`src/design/crc32c_pkg.sv`:
```
// ----------------------------------------------------------------------------
// crc32c_pkg: shared constants and helpers for the CRC-32C engine
// Reflected Castagnoli polynomial, the register mask, and an elaboration-time
// helper that builds the columns of the GF(2) matrices used by lanes and merge.
// ----------------------------------------------------------------------------
package crc32c_pkg;

  localparam logic [31:0] CrcPoly = 32'h82F63B78;
  localparam logic [31:0] CrcMask = 32'hFFFFFFFF;
  localparam int unsigned MaxBytes = 16;
  localparam int unsigned MaxShiftBits = 8 * MaxBytes;
  localparam int unsigned ByteW = 8;
  localparam int unsigned DataBytes = 8;

  typedef logic [31:0] crc_t;

  typedef struct packed {
    logic first;
    logic last;
  } word_ctl_t;

  // Run the reflected update over nbits zero input bits. Called only with
  // constant arguments to build matrix columns.
  function automatic crc_t crc_zero_bits(crc_t r_in, int unsigned nbits);
    crc_t r;
    r = r_in;
    for (int unsigned k = 0; k < MaxShiftBits + ByteW; k++) begin
      if (k < nbits) begin
        r = r[0] ? ((r >> 1) ^ CrcPoly) : (r >> 1);
      end
    end
    return r;
  endfunction

endpackage

```
`src/design/crc32c_lane.sv`:
```
// ----------------------------------------------------------------------------
// crc32c_lane: contribution of one message byte
// Folds one byte into a zero register and advances it by SHIFT_BYTES further
// zero bytes, as a constant XOR network over the byte's bits.
// ----------------------------------------------------------------------------
module crc32c_lane
  import crc32c_pkg::*;
#(
  parameter int unsigned SHIFT_BYTES = 0
) (
  input  logic [ByteW-1:0] byte_i,
  output crc_t             contrib_o
);

  crc_t term [ByteW];

  for (genvar gb = 0; gb < ByteW; gb++) begin : g_col
    localparam crc_t Col = crc_zero_bits(crc_t'(1) << gb, ByteW * (SHIFT_BYTES + 1));
    assign term[gb] = byte_i[gb] ? Col : '0;
  end

  always_comb begin
    contrib_o = '0;
    for (int b = 0; b < ByteW; b++) begin
      contrib_o = contrib_o ^ term[b];
    end
  end

endmodule

```
`src/design/crc32c_merge.sv`:
```
// ----------------------------------------------------------------------------
// crc32c_merge: combine the running register with the lane results
// Advances the base register by the word's byte count through zero-byte
// matrices and XORs in the merged lane contribution.
// ----------------------------------------------------------------------------
module crc32c_merge
  import crc32c_pkg::*;
#(
  parameter int unsigned MAX_BYTES = 8,
  localparam int unsigned CntW = $clog2(MAX_BYTES + 1)
) (
  input  crc_t            base_i,
  input  logic [CntW-1:0] cnt_i,
  input  crc_t            contrib_i,
  output crc_t            crc_o
);

  crc_t adv [MAX_BYTES + 1];

  for (genvar gn = 0; gn <= MAX_BYTES; gn++) begin : g_adv
    crc_t term [32];
    for (genvar gi = 0; gi < 32; gi++) begin : g_col
      localparam crc_t Col = crc_zero_bits(crc_t'(1) << gi, ByteW * gn);
      assign term[gi] = base_i[gi] ? Col : '0;
    end
    always_comb begin
      adv[gn] = '0;
      for (int i = 0; i < 32; i++) begin
        adv[gn] = adv[gn] ^ term[i];
      end
    end
  end

  crc_t adv_sel;

  always_comb begin
    adv_sel = '0;
    for (int n = 0; n <= MAX_BYTES; n++) begin
      if (cnt_i == CntW'(n)) begin
        adv_sel = adv[n];
      end
    end
    crc_o = adv_sel ^ contrib_i;
  end

endmodule

```
`src/design/crc32c_stream_engine_unit.sv`:
```
// ----------------------------------------------------------------------------
// crc32c_stream_engine_unit: streaming CRC-32C over words of message bytes
// A last word's CRC passes the lane stage register, then the output register.
// Throughput: one word per cycle; a last word waits while the output is full and
// stalled. The loop is the running register through merge's byte-count matrices.
// Reset: running register all ones, lane stage and output register empty.
// ----------------------------------------------------------------------------
module crc32c_stream_engine_unit
  import crc32c_pkg::*;
#(
  parameter int unsigned BYTES_PER_WORD = 8
) (
  input  logic        clk_i,
  input  logic        rst_ni,
  input  logic        in_valid_i,
  output logic        in_ready_o,
  input  logic [63:0] data_bytes_i,
  input  logic [3:0]  byte_count_i,
  input  logic        first_i,
  input  logic        last_i,
  input  logic [31:0] seed_i,
  output logic        out_valid_o,
  input  logic        out_ready_i,
  output logic [31:0] crc_value_o
);

  localparam int unsigned CntW = $clog2(BYTES_PER_WORD + 1);
  localparam int unsigned CmpW = 5;

  // Saturate the count and right-align the valid bytes into the lanes, so
  // lane j always sits BYTES_PER_WORD-1-j bytes from the end of the word.
  logic [CntW-1:0]  cnt_sat;
  logic [ByteW-1:0] lane_byte [BYTES_PER_WORD];
  crc_t             lane_contrib [BYTES_PER_WORD];
  crc_t             word_contrib;

  always_comb begin
    if ({1'b0, byte_count_i} > CmpW'(BYTES_PER_WORD)) begin
      cnt_sat = CntW'(BYTES_PER_WORD);
    end else begin
      cnt_sat = CntW'(byte_count_i);
    end
  end

  always_comb begin
    int k;
    for (int j = 0; j < BYTES_PER_WORD; j++) begin
      k = j + int'(cnt_sat) - int'(BYTES_PER_WORD);
      lane_byte[j] = '0;
      if (k >= 0 && k < DataBytes) begin
        lane_byte[j] = data_bytes_i[ByteW * k[2:0] +: ByteW];
      end
    end
  end

  for (genvar gj = 0; gj < BYTES_PER_WORD; gj++) begin : g_lane
    crc32c_lane #(
      .SHIFT_BYTES(BYTES_PER_WORD - 1 - gj)
    ) u_lane (
      .byte_i   (lane_byte[gj]),
      .contrib_o(lane_contrib[gj])
    );
  end

  always_comb begin
    word_contrib = '0;
    for (int j = 0; j < BYTES_PER_WORD; j++) begin
      word_contrib = word_contrib ^ lane_contrib[j];
    end
  end

  // Lane stage register
  logic            s1_valid_q;
  crc_t            s1_contrib_q;
  logic [CntW-1:0] s1_cnt_q;
  word_ctl_t       s1_ctl_q;
  crc_t            s1_seed_q;

  crc_t crc_q, crc_d, crc_base;
  logic out_valid_q;
  crc_t out_crc_q;
  logic s1_fire;
  logic in_fire;

  // Hold a last word while the output register is still occupied.
  assign s1_fire    = s1_valid_q && (!s1_ctl_q.last || !out_valid_q || out_ready_i);
  assign in_ready_o = !s1_valid_q || s1_fire;
  assign in_fire    = in_valid_i && in_ready_o;

  assign crc_base = s1_ctl_q.first ? (s1_seed_q ^ CrcMask) : crc_q;

  crc32c_merge #(
    .MAX_BYTES(BYTES_PER_WORD)
  ) u_merge (
    .base_i   (crc_base),
    .cnt_i    (s1_cnt_q),
    .contrib_i(s1_contrib_q),
    .crc_o    (crc_d)
  );

  always_ff @(posedge clk_i or negedge rst_ni) begin
    if (!rst_ni) begin
      s1_valid_q <= 1'b0;
    end else if (in_ready_o) begin
      s1_valid_q <= in_valid_i;
    end
  end

  always_ff @(posedge clk_i) begin
    if (in_fire) begin
      s1_contrib_q   <= word_contrib;
      s1_cnt_q       <= cnt_sat;
      s1_ctl_q.first <= first_i;
      s1_ctl_q.last  <= last_i;
      s1_seed_q      <= seed_i;
    end
  end

  always_ff @(posedge clk_i or negedge rst_ni) begin
    if (!rst_ni) begin
      crc_q <= CrcMask;
    end else if (s1_fire) begin
      crc_q <= crc_d;
    end
  end

  always_ff @(posedge clk_i or negedge rst_ni) begin
    if (!rst_ni) begin
      out_valid_q <= 1'b0;
    end else if (s1_fire && s1_ctl_q.last) begin
      out_valid_q <= 1'b1;
    end else if (out_ready_i) begin
      out_valid_q <= 1'b0;
    end
  end

  always_ff @(posedge clk_i) begin
    if (s1_fire && s1_ctl_q.last) begin
      out_crc_q <= crc_d ^ CrcMask;
    end
  end

  assign out_valid_o = out_valid_q;
  assign crc_value_o = out_crc_q;

endmodule

```
`config.mk`:
```
export PLATFORM = sky130hd
export DESIGN_NAME = crc32c_stream_engine_unit
export DESIGN_NICKNAME = d
export VERILOG_FILES = /design/src/design/crc32c_pkg.sv /design/src/design/crc32c_lane.sv /design/src/design/crc32c_merge.sv /design/src/design/crc32c_stream_engine_unit.sv
export SDC_FILE = /design/constraint.sdc
export NUM_CORES = 1
export LEC_CHECK = 0
export BUFFER_PORTS_ARGS = -buffer_cell sky130_fd_sc_hd__buf_2
export CORE_ASPECT_RATIO = 2
export CORE_MARGIN = 1.5
export CORE_UTILIZATION = 45
export CTS_CLUSTER_DIAMETER = 50
export DETAILED_ROUTE_END_ITERATION = 8
export SLEW_MARGIN = 30
export SYNTH_ARGS = -nofsm -noshare
export SYNTH_HDL_FRONTEND = slang
export SYNTH_SLANG_ARGS = --single-unit
```
`constraint.sdc`:
```
create_clock -name clk_i -period 6.1 [get_ports clk_i]
set_input_delay 0.305 -clock clk_i [delete_from_list [all_inputs] [get_ports clk_i]]
set_output_delay 0.305 -clock clk_i [all_outputs]
set_load 0.05 [all_outputs]
```
==> results of run 1 <==
==> kinds of logic after synthesis <==
kind of cell / after synthesis
AOI/OAI and AO/OA: 402
xor gates and xnor gates: 1739
buffers and inverters: 233
muxes: 252
DFF: 136
adders and majority gates: 8
and+or+nand+nor: 369
==> layer usage <==
layer | GRT overflow | track usage, %
met5 | 3 | 19.4
met3 | 26 | 58.2
met1 | 15 | 75.4
met2 | 1696 | 101
met4 | 615 | 80.2
==> through the flow <==
step | setup WS, ns | cell area, um^2 | utilization (%) | hold WS, ns
floorplan | 1.48 | 32100 | - | 0.00941
global placement | 0.585 | 35700 | 50.6 | 0.482
detailed placement | 0.554 | 35900 | 50.8 | 0.354
CTS | 0.727 | 36900 | 52.2 | 0.00127
==> what timing repair did <==
action,CTS
endpoints found under the hold margin,36
hold buffers,35
setup buffers,0
==> reports/results.txt, run 1 <==
Synth Area in XOR/XNOR - 60.3%
EDFF count, synth - 102
Synth area leader - xnor2_1
# H-tree levels - 4
Async S/R FF share, synth - 25.0%
Synth top area share - 25.9%
Mean area per synthesized cell - 10.2 um^2
CTS Buffer Depth - 2
Pin count of the biggest net entering global routing - 75
First-pass GRT wire length - 415000 um
Largest family of logic cells by synthesized area - XOR/XNOR gates
GP Congestion - 1.31
Multiplexer area fraction after synthesis - 10.3%
Vias in the first global route - 39.2k
Ys flop type - edfxtp_1
Post-Syn Nets - 3253
Synth top area cells - xnor2_1, xnor3_1, xor2_1, edfxtp_1, mux2i_1
Die height - 381 um
Yosys reg bits - 136
Total grt overflow - 2355
Last stage reached - global routing (5_1_grt)
Port buffer count - 139
Simple-gate area share of the yosys netlist - 5.30%
Log Error - [ERROR GRT-0116] Global routing finished with congestion. Check the congestion regions in the DRC Viewer.
Cell variety after synth - 88
Post-DP HPWL - 180000 um
Horiz. Die Dim - 192 um
Adder-Cell Fraction of Synth Area - 0.312%
Std cell rows - 138
Top-count cell post-synth - xnor2_1
Commonest cells post-synth - xnor2_1, xor2_1, xnor3_1
Yosys warning count - 0
Initial Util - 45.4%
Clk sinks - 136
Total track usage - 78.2%
Fraction of the mapped netlist area in compound gates - 8.41%
Post_cts resized - 0
Post-Syn Area - 32100 um^2
CTS Root Cell - clkbuf_16
Number of CTS-inserted buffers - 17
Seq/Total Area, Yosys - 12.3%
Status - aborted with a tool error
Cells after Synth - 3139
DP Cell Count - 4290
IO Pins - 140
==> inputs of run 2 (changes only) <==
--- a/config.mk
+++ b/config.mk
@@ -6,11 +6,10 @@
 export NUM_CORES = 1
 export LEC_CHECK = 0
 export BUFFER_PORTS_ARGS = -buffer_cell sky130_fd_sc_hd__buf_2
-export CORE_ASPECT_RATIO = 2
 export CORE_MARGIN = 1.5
-export CORE_UTILIZATION = 45
-export CTS_CLUSTER_DIAMETER = 50
+export CORE_UTILIZATION = 30
 export DETAILED_ROUTE_END_ITERATION = 8
+export PLACE_DENSITY_LB_ADDON = 0.15
 export SLEW_MARGIN = 30
 export SYNTH_ARGS = -nofsm -noshare
 export SYNTH_HDL_FRONTEND = slang
==> reports/results.txt, run 2 <==
Status - completed
Clk sinks - 136 (unchanged)
CTS Buffer Depth - 2 (unchanged)
Commonest non-fill, non-tap cell in the layout - xnor2_1
# H-tree levels - 4 (unchanged)
Final hold vios - 0
Final setup vio count - 0
Setup TNS - 0 ns
Crit-path max FO - 12
CTS tree - built
Max Fclk - 191 MHz
Adder-Cell Fraction of Synth Area - 0.312% (unchanged)
Most frequent cells in the layout - xnor2_1, xor2_1, buf_4
Worst reg2reg path depth - 11
FILL cells - 10.9k
Post-Syn Area - 32100 um^2 (unchanged)
Yosys reg bits - 136 (unchanged)
Die area - 109000 um^2
Multiplexer area fraction after synthesis - 10.3% (unchanged)
Yosys warning count - 0 (unchanged)
Commonest cells post-synth - xnor2_1, xor2_1, xnor3_1
Antenna violations before repair - 2
Nets@finish - 3521
CTS clk-pin slew, worst paths - 0.07 ns
Simple-gate area share of the yosys netlist - 5.30% (unchanged)
Worst hold path type - primary input to flip-flop
Multi-input logic area - 27500 um^2
Crit. End Element - flip-flop
Total track usage - 36.2%
Synth area leader - xnor2_1
Die height - 330 um (-13%)
Crit path DAT - 5.48 ns
Fraction of the mapped netlist area in compound gates - 8.41% (unchanged)
Largest family of logic cells by synthesized area - XOR/XNOR gates
Vias post-DR - 28.0k
Post-Syn Nets - 3253 (unchanged)
EDFF count, synth - 102 (unchanged)
RSZ-0062 raised after global routing - no
Router iterations before antenna repair - 5
Total grt overflow - 0
Ys flop type - edfxtp_1
Synth top area share - 25.9% (unchanged)
Async S/R FF share, synth - 25.0% (unchanged)
Place WS - 1.17 ns (+0.616 ns)
Mean area per synthesized cell - 10.2 um^2 (unchanged)
Worst R2R Start - crc_q[3]
Number of routed nets with antenna violations - 0
CP endpoint - crc_value_o[21]
Post-DP HPWL - 159000 um (-12%)
CTS Root Cell - clkbuf_16
Vias per cell - 5.82
Area Growth Syn to Fin - 15.8%
Final WL - 200000 um
Synth Area in XOR/XNOR - 60.3% (unchanged)
WL/cell - 41.6 um
Top-count cell post-synth - xnor2_1
Tmin final - 5.24 ns
Reg area - 3950 um^2
Least-Margin Pin Slew - 1.17 ns
DRC viols - 0
Rel. slew slack - 21.2%
Max-cap viol count - 0
IO Pins - 140 (unchanged)
First-pass GRT wire length - 259000 um
Post CTS Setup Buffer Count - 0 (unchanged)
Core area - 106000 um^2
Cell variety after synth - 88 (unchanged)
Final Worst Setup Slack - 0.863 ns
Slew Limit Fails - 0
1st-iter DRT viols - 4056
Clock skew - 0.0238 ns
Critical Path RT - 6.34 ns
Vias in the first global route - 25.9k
Startpoint Class - flip-flop
Seq/Total Area, Yosys - 12.3% (unchanged)
Clk_lat worst skew - 0.51 ns
Reg2reg end - crc_value_o[21]
GP Congestion - 1.14 (-13%)
Synth top area cells - xnor2_1, xnor3_1, xor2_1, edfxtp_1, mux2i_1
Critical path launch point - crc_q[3]
Layout cells sized above 1 - 19.5%
Initial Util - 30.4% (-15 points)
Number of CTS-inserted buffers - 17 (unchanged)
Final period utilization - 85.8%
Pin count of the biggest net entering global routing - 78
Horiz. Die Dim - 330 um (+72%)
Flop2flop setup slack - 0.86 ns
Cells after Synth - 3139 (unchanged)
Setup Crit Path Kind - flip-flop to flip-flop
Std cell rows - 119 (-14%)
Port buffer count - 139 (unchanged)
## run 2: worst max-delay path: stages, from the launching register on
cell,delay [ns]
dfstp_2,0.94
xor2_1,0.16
mux2i_2,0.50
buf_4,0.44
xnor2_1,0.43
xnor3_1,0.54
xor2_1,0.31
mux2i_1,0.28
a32oi_1,0.74
buf_4,0.33
nor2_1,0.07
xor2_1,0.16
## run 2: timing repair
action	in CTS	in global routing
hold buffers	36	0
hold endpoints to repair	37	0
resized for setup	0	0
## run 2: layout make-up
class / count / share of cell area, %
Tap cell: 1391 / 4.68
Clock inverter: 14 / 0.357
Multi-Input combinational cell: 2770 / 74.1
Inverter: 11 / 0.152
Clock buffer: 18 / 1.15
Antenna cell: 2 / 0.0135
Timing Repair Buffer: 471 / 8.90
Sequential cell: 136 / 10.6
## run 2: cell families (layout without fill, tap and decap cells)
kind of cell / Yosys count / after routing
AO/OA/AOI/OAI: 402 / 402
XOR/XNOR: 1739 / 1739
adder cells (fa/ha/maj): 8 / 8
buffers and inverters: 233 / 514
flip-flops: 136 / 136
multiplexers: 252 / 252
other: 0 / 2
AND/OR/NAND/NOR: 369 / 369
## run 2: metrics by stage
step | instance area (um^2) | instances | hold WS [ns] | util, %
finish | 37200 | 4813 | 0.188 | 35.2
global route | 37200 | 4811 | 0.235 | 35.1
CTS | 37100 | 4811 | 0.139 | 35.1
detailed placement | 36200 | 4743 | 0.374 | 34.2
global placement | 36100 | 4743 | 0.482 | 34.1
floorplan | 32100 | 3139 | 0.00941 | -
## run 2: metal layers
layer  routed length [um]  track usage (%)
met5                   27                0
met4                15000             21.7
met3                20500             9.12
met2                86100             54.6
met1                78700             46.5
## run 2: worst min-delay path by stage
| stage | start | to | slack (ns) | depth (start not counted) |
|---|---|---|---|---|
| after CTS | out_ready_i | s1_valid_q | 0.14 | 4 |
| after global routing | out_ready_i | s1_valid_q | 0.23 | 4 |
| after global placement | seed_i[12] | s1_seed_q[12] | 0.48 | 1 |
| after floorplan | rst_ni | out_valid_o | 0.009 | 0 |
| final | out_ready_i | s1_valid_q | 0.19 | 4 |
| after detailed placement | rst_ni | s1_valid_q | 0.37 | 1 |
Power of run 2 is not shown: default switching activity piles up to over one toggle a cycle in this logic, so the estimate is an artifact.
==> inputs of run 3 (changes only) <==
--- a/config.mk
+++ b/config.mk
@@ -5,6 +5,7 @@
 export SDC_FILE = /design/constraint.sdc
 export NUM_CORES = 1
 export LEC_CHECK = 0
+export ABC_AREA = 1
 export BUFFER_PORTS_ARGS = -buffer_cell sky130_fd_sc_hd__buf_2
 export CORE_MARGIN = 1.5
 export CORE_UTILIZATION = 30
==> reports/results.txt, run 3 <==
Status - completed
Fraction of the mapped netlist area in compound gates - 6.36% (-2.0 points)
Post-Syn Nets - 5747 (+77%)
Crit-path max FO - 28 (+16)
Die height - 344 um (+4.1%)
Number of CTS-inserted buffers - 17 (unchanged)
Clk_lat worst skew - 0.49 ns (-0.02 ns)
Commonest cells post-synth - nand2_1, xor2_1, inv_1
Yosys reg bits - 136 (unchanged)
Die area - 118000 um^2 (+8.4%)
Seq/Total Area, Yosys - 11.4% (-0.97 points)
GP Congestion - 1.14 (+0.18%)
CTS Buffer Depth - 2 (unchanged)
Synth top area cells - nand2_1, xor2_1, xnor2_1, edfxtp_1, nand3_1
Port buffer count - 139 (unchanged)
Crit-path max cell delay - 0.79 ns (-0.15 ns)
Clock skew - 0.0267 ns (+0.00288 ns)
Synth Area in XOR/XNOR - 35.4% (-25 points)
Flop2flop setup slack - 0.57 ns (-0.30 ns)
Final period utilization - 90.7% (+4.8 points)
Rel. slew slack - 22.9% (+1.7 points)
Vias in the first global route - 36.6k (+42%)
Crit. End Element - flip-flop
Post-DP HPWL - 199000 um (+25%)
Final WL - 246000 um (+23%)
Post CTS Setup Buffer Count - 0 (unchanged)
FILL cells - 12.7k (+17%)
CTS tree - built
Reg area - 3950 um^2 (unchanged)
Ys flop type - edfxtp_1
Initial Util - 30.4% (about the same)
Switching power - 19.2 mW
Slew Limit Fails - 0 (unchanged)
Internal power - 9.92 mW
Multi-input logic area - 27900 um^2 (+1.5%)
Critical path launch point - s1_ctl_q[1]
Number of routed nets with antenna violations - 0 (unchanged)
Worst hold path type - primary input to flip-flop
CP bufs+invs - 4 (+2)
Mean area per synthesized cell - 6.18 um^2 (-40%)
Horiz. Die Dim - 344 um (+4.1%)
Simple-gate area share of the yosys netlist - 37.4% (+32 points)
Cells after Synth - 5633 (+79%)
Gr busiest metal - met2
IO Pins - 140 (unchanged)
Tmin final - 5.53 ns (+0.296 ns)
Most frequent cells in the layout - nand2_1, xor2_1, nand3_1
Router iterations before antenna repair - 9 (+4)
Async S/R FF share, synth - 25.0% (unchanged)
Area Growth Syn to Fin - 13.0%
# H-tree levels - 4 (unchanged)
Post_cts resized - 0 (unchanged)
CTS clk-pin slew, worst paths - 0.07 ns (about the same)
RSZ-0062 raised after global routing - no
Clock group share of total power - 4.0%
WL/cell - 33.2 um (-20%)
Total grt overflow - 0 (unchanged)
Clk sinks - 136 (unchanged)
Critical Path RT - 6.49 ns (+0.15 ns)
Crit path max-delay family - simple AND/OR/NAND/NOR gates
Largest family of logic cells by synthesized area - simple AND/OR/NAND/NOR gates
Crit path cell chain - buf_4 -> buf_12 -> nand2_1 -> o21ai_2 -> buf_4 -> nor2_1 -> nor2_1 -> nand2_1 -> nand2_1 -> nand2_1 -> nand2_1 -> xnor2_1 -> nand2_1 -> nand2_1 -> nand2_1 -> nand2_1 -> nand3_1 -> nand2_1 -> nand2_1 -> nand2_1 -> nand3_1 -> nand3_1 -> buf_4 -> nand2_1
Pwr Density - 740 nW/um^2
Final total power - 29.1 mW
Commonest non-fill, non-tap cell in the layout - nand2_1
P_leak - 20.4 nW
Pin count of the biggest net entering global routing - 81 (+3.8%)
Least-Margin Pin Slew - 1.15 ns (-0.0252 ns)
Final setup vio count - 0 (unchanged)
Setup TNS - 0 ns (unchanged)
Post-Syn Area - 34800 um^2 (+8.5%)
Slowest CP cell - nor2_1
Met1 usage - 45.4% (-1.0 points)
Vias per cell - 5.35 (-8.0%)
Worst R2R Start - s1_ctl_q[1]
Max-cap viol count - 0 (unchanged)
Hold Startpoint - seed_i[17]
1st-iter DRT viols - 4642 (+14%)
Std cell rows - 124 (+4.2%)
Crit path DAT - 5.92 ns (+0.44 ns)
Top-count cell post-synth - nand2_1
Switch share - 65.9%
CP most frequent cell - nand2_1
DRC viols - 0 (unchanged)
Post-route design area - 39300 um^2 (+5.8%)
Max Fclk - 181 MHz (-5.3%)
Total track usage - 40.8% (+4.7 points)
Startpoint Class - flip-flop
Setup Crit Path Kind - flip-flop to flip-flop
Adder-Cell Fraction of Synth Area - 0.288% (-0.024 points)
Core area - 115000 um^2 (+8.5%)
Nets@finish - 5997 (+70%)
Antenna violations before repair - 10 (+8)
Met2 Use GR - 64.1% (+9.5 points)
Met3 Use GR - 8.78% (-0.35 points)
CTS Root Cell - clkbuf_16
Synth area leader - nand2_1
Multiplexer area fraction after synthesis - 0% (-10 points)
Synth top area share - 23.3% (-2.6 points)
Combinational share of power - 89.5%
Max VDD drop - 0.000265 V
Yosys warning count - 0 (unchanged)
First-pass GRT wire length - 323000 um (+25%)
EDFF count, synth - 102 (unchanged)
Flop pwr share - 6.5%
Vias post-DR - 39.7k (+42%)
Final hold vios - 0 (unchanged)
Cell variety after synth - 62 (-30%)
Layout cells sized above 1 - 12.7% (-6.8 points)
Area post-placement - 38400 um^2 (+6.0%)
==> run 3: changes by cell type in the layout (fill, tap and decap cells not counted), moves of 47 or more <==
cell,change
nand2_1,+2009
xnor2_1,-562
inv_1,+511
nand3_1,+508
xor2_1,+396
xnor3_1,-248
mux2i_1,-138
buf_4,-73
o21ai_0,+60
mux4_2,-57
nand3b_1,+49
nand2_2,+47
==> run 3: cell type report <==
cell class	count	area share (%)
Clock inverter	15	0.452
Antenna cell	2	0.0127
Inverter	566	5.43
Clock buffer	17	1.08
Timing Repair Buffer	399	7.10
Tap cell	1512	4.81
Multi-Input combinational cell	4763	71.1
Sequential cell	136	10.1
==> run 3: what timing repair did <==
action	in CTS	in global routing
setup endpoints to repair	0	0
hold buffers	33	0
endpoints found under the hold margin	34	0
==> run 3: logic make-up (layout without fill, tap and decap cells) <==
| kind of cell | after synthesis | after routing |
|---|---|---|
| XOR/XNOR | 1345 | 1345 |
| other | 0 | 2 |
| flip-flops | 136 | 136 |
| AO/OA/AOI/OAI | 353 | 353 |
| AND/OR/NAND/NOR | 3057 | 3057 |
| buffers and inverters | 734 | 997 |
| adder cells (fa/ha/maj) | 8 | 8 |
==> run 3: per-layer routing <==
layer / wire length, um / vias to the layer above
met1: 88400 / 18500
li1: - / 18000
met2: 106000 / 2345
met5: 52 / -
met3: 21700 / 829
met4: 29100 / 8
==> run 3: per-stage QoR <==
step           util (%)  instances  setup slack [ns]  hold WS (ns)
6_report           34.3       7410             0.568        0.0922
5_1_grt            34.3       7408             0.445        0.0725
4_1_cts            34.3       7408             0.907        0.0602
3_5_place_dp       33.5       7343             0.932         0.456
3_3_place_gp       33.4       7343             0.809         0.457
2_1_floorplan         -       5633              2.54       0.00941
==> run 3: power groups by stage <==
| stage | registers (mW) | clock network, mW | logic, mW |
|---|---|---|---|
| finish | 1.90 | 1.15 | 26.0 |
| global route | 1.92 | 1.20 | 27.0 |
| CTS | 1.90 | 1.18 | 25.0 |
| detailed placement | 1.92 | 0 | 24.8 |
| global placement | 1.92 | 0 | 24.9 |
| floorplan | 1.88 | 0 | 15.2 |
==> run 3: path summary, 6_finish.rpt <==
kind                            endpoint  cells past startpoint
setup / recovery                crc_q[1]                     24
hold / removal             s1_seed_q[17]                      1
setup reg to reg                crc_q[1]                     24
hold reg to reg                 crc_q[6]                      2
max in group asynchronous     s1_valid_q                      3
min in group asynchronous     s1_valid_q                      3
==> run 3: worst reg2reg max path, cell delays in order (launching register included) <==
cell and delay [ns]:
edfxtp_1 0.57, buf_4 0.31, buf_12 0.25, nand2_1 0.16, o21ai_2 0.08, buf_4 0.60
nor2_1 0.28, nor2_1 0.79, nand2_1 0.16, nand2_1 0.14, nand2_1 0.06, nand2_1 0.24
xnor2_1 0.16, nand2_1 0.07, nand2_1 0.09, nand2_1 0.05, nand2_1 0.29, nand3_1 0.21
nand2_1 0.13, nand2_1 0.06, nand2_1 0.17, nand3_1 0.12, nand3_1 0.10, buf_4 0.26
nand2_1 0.10
(Power assumes the default switching activity.)
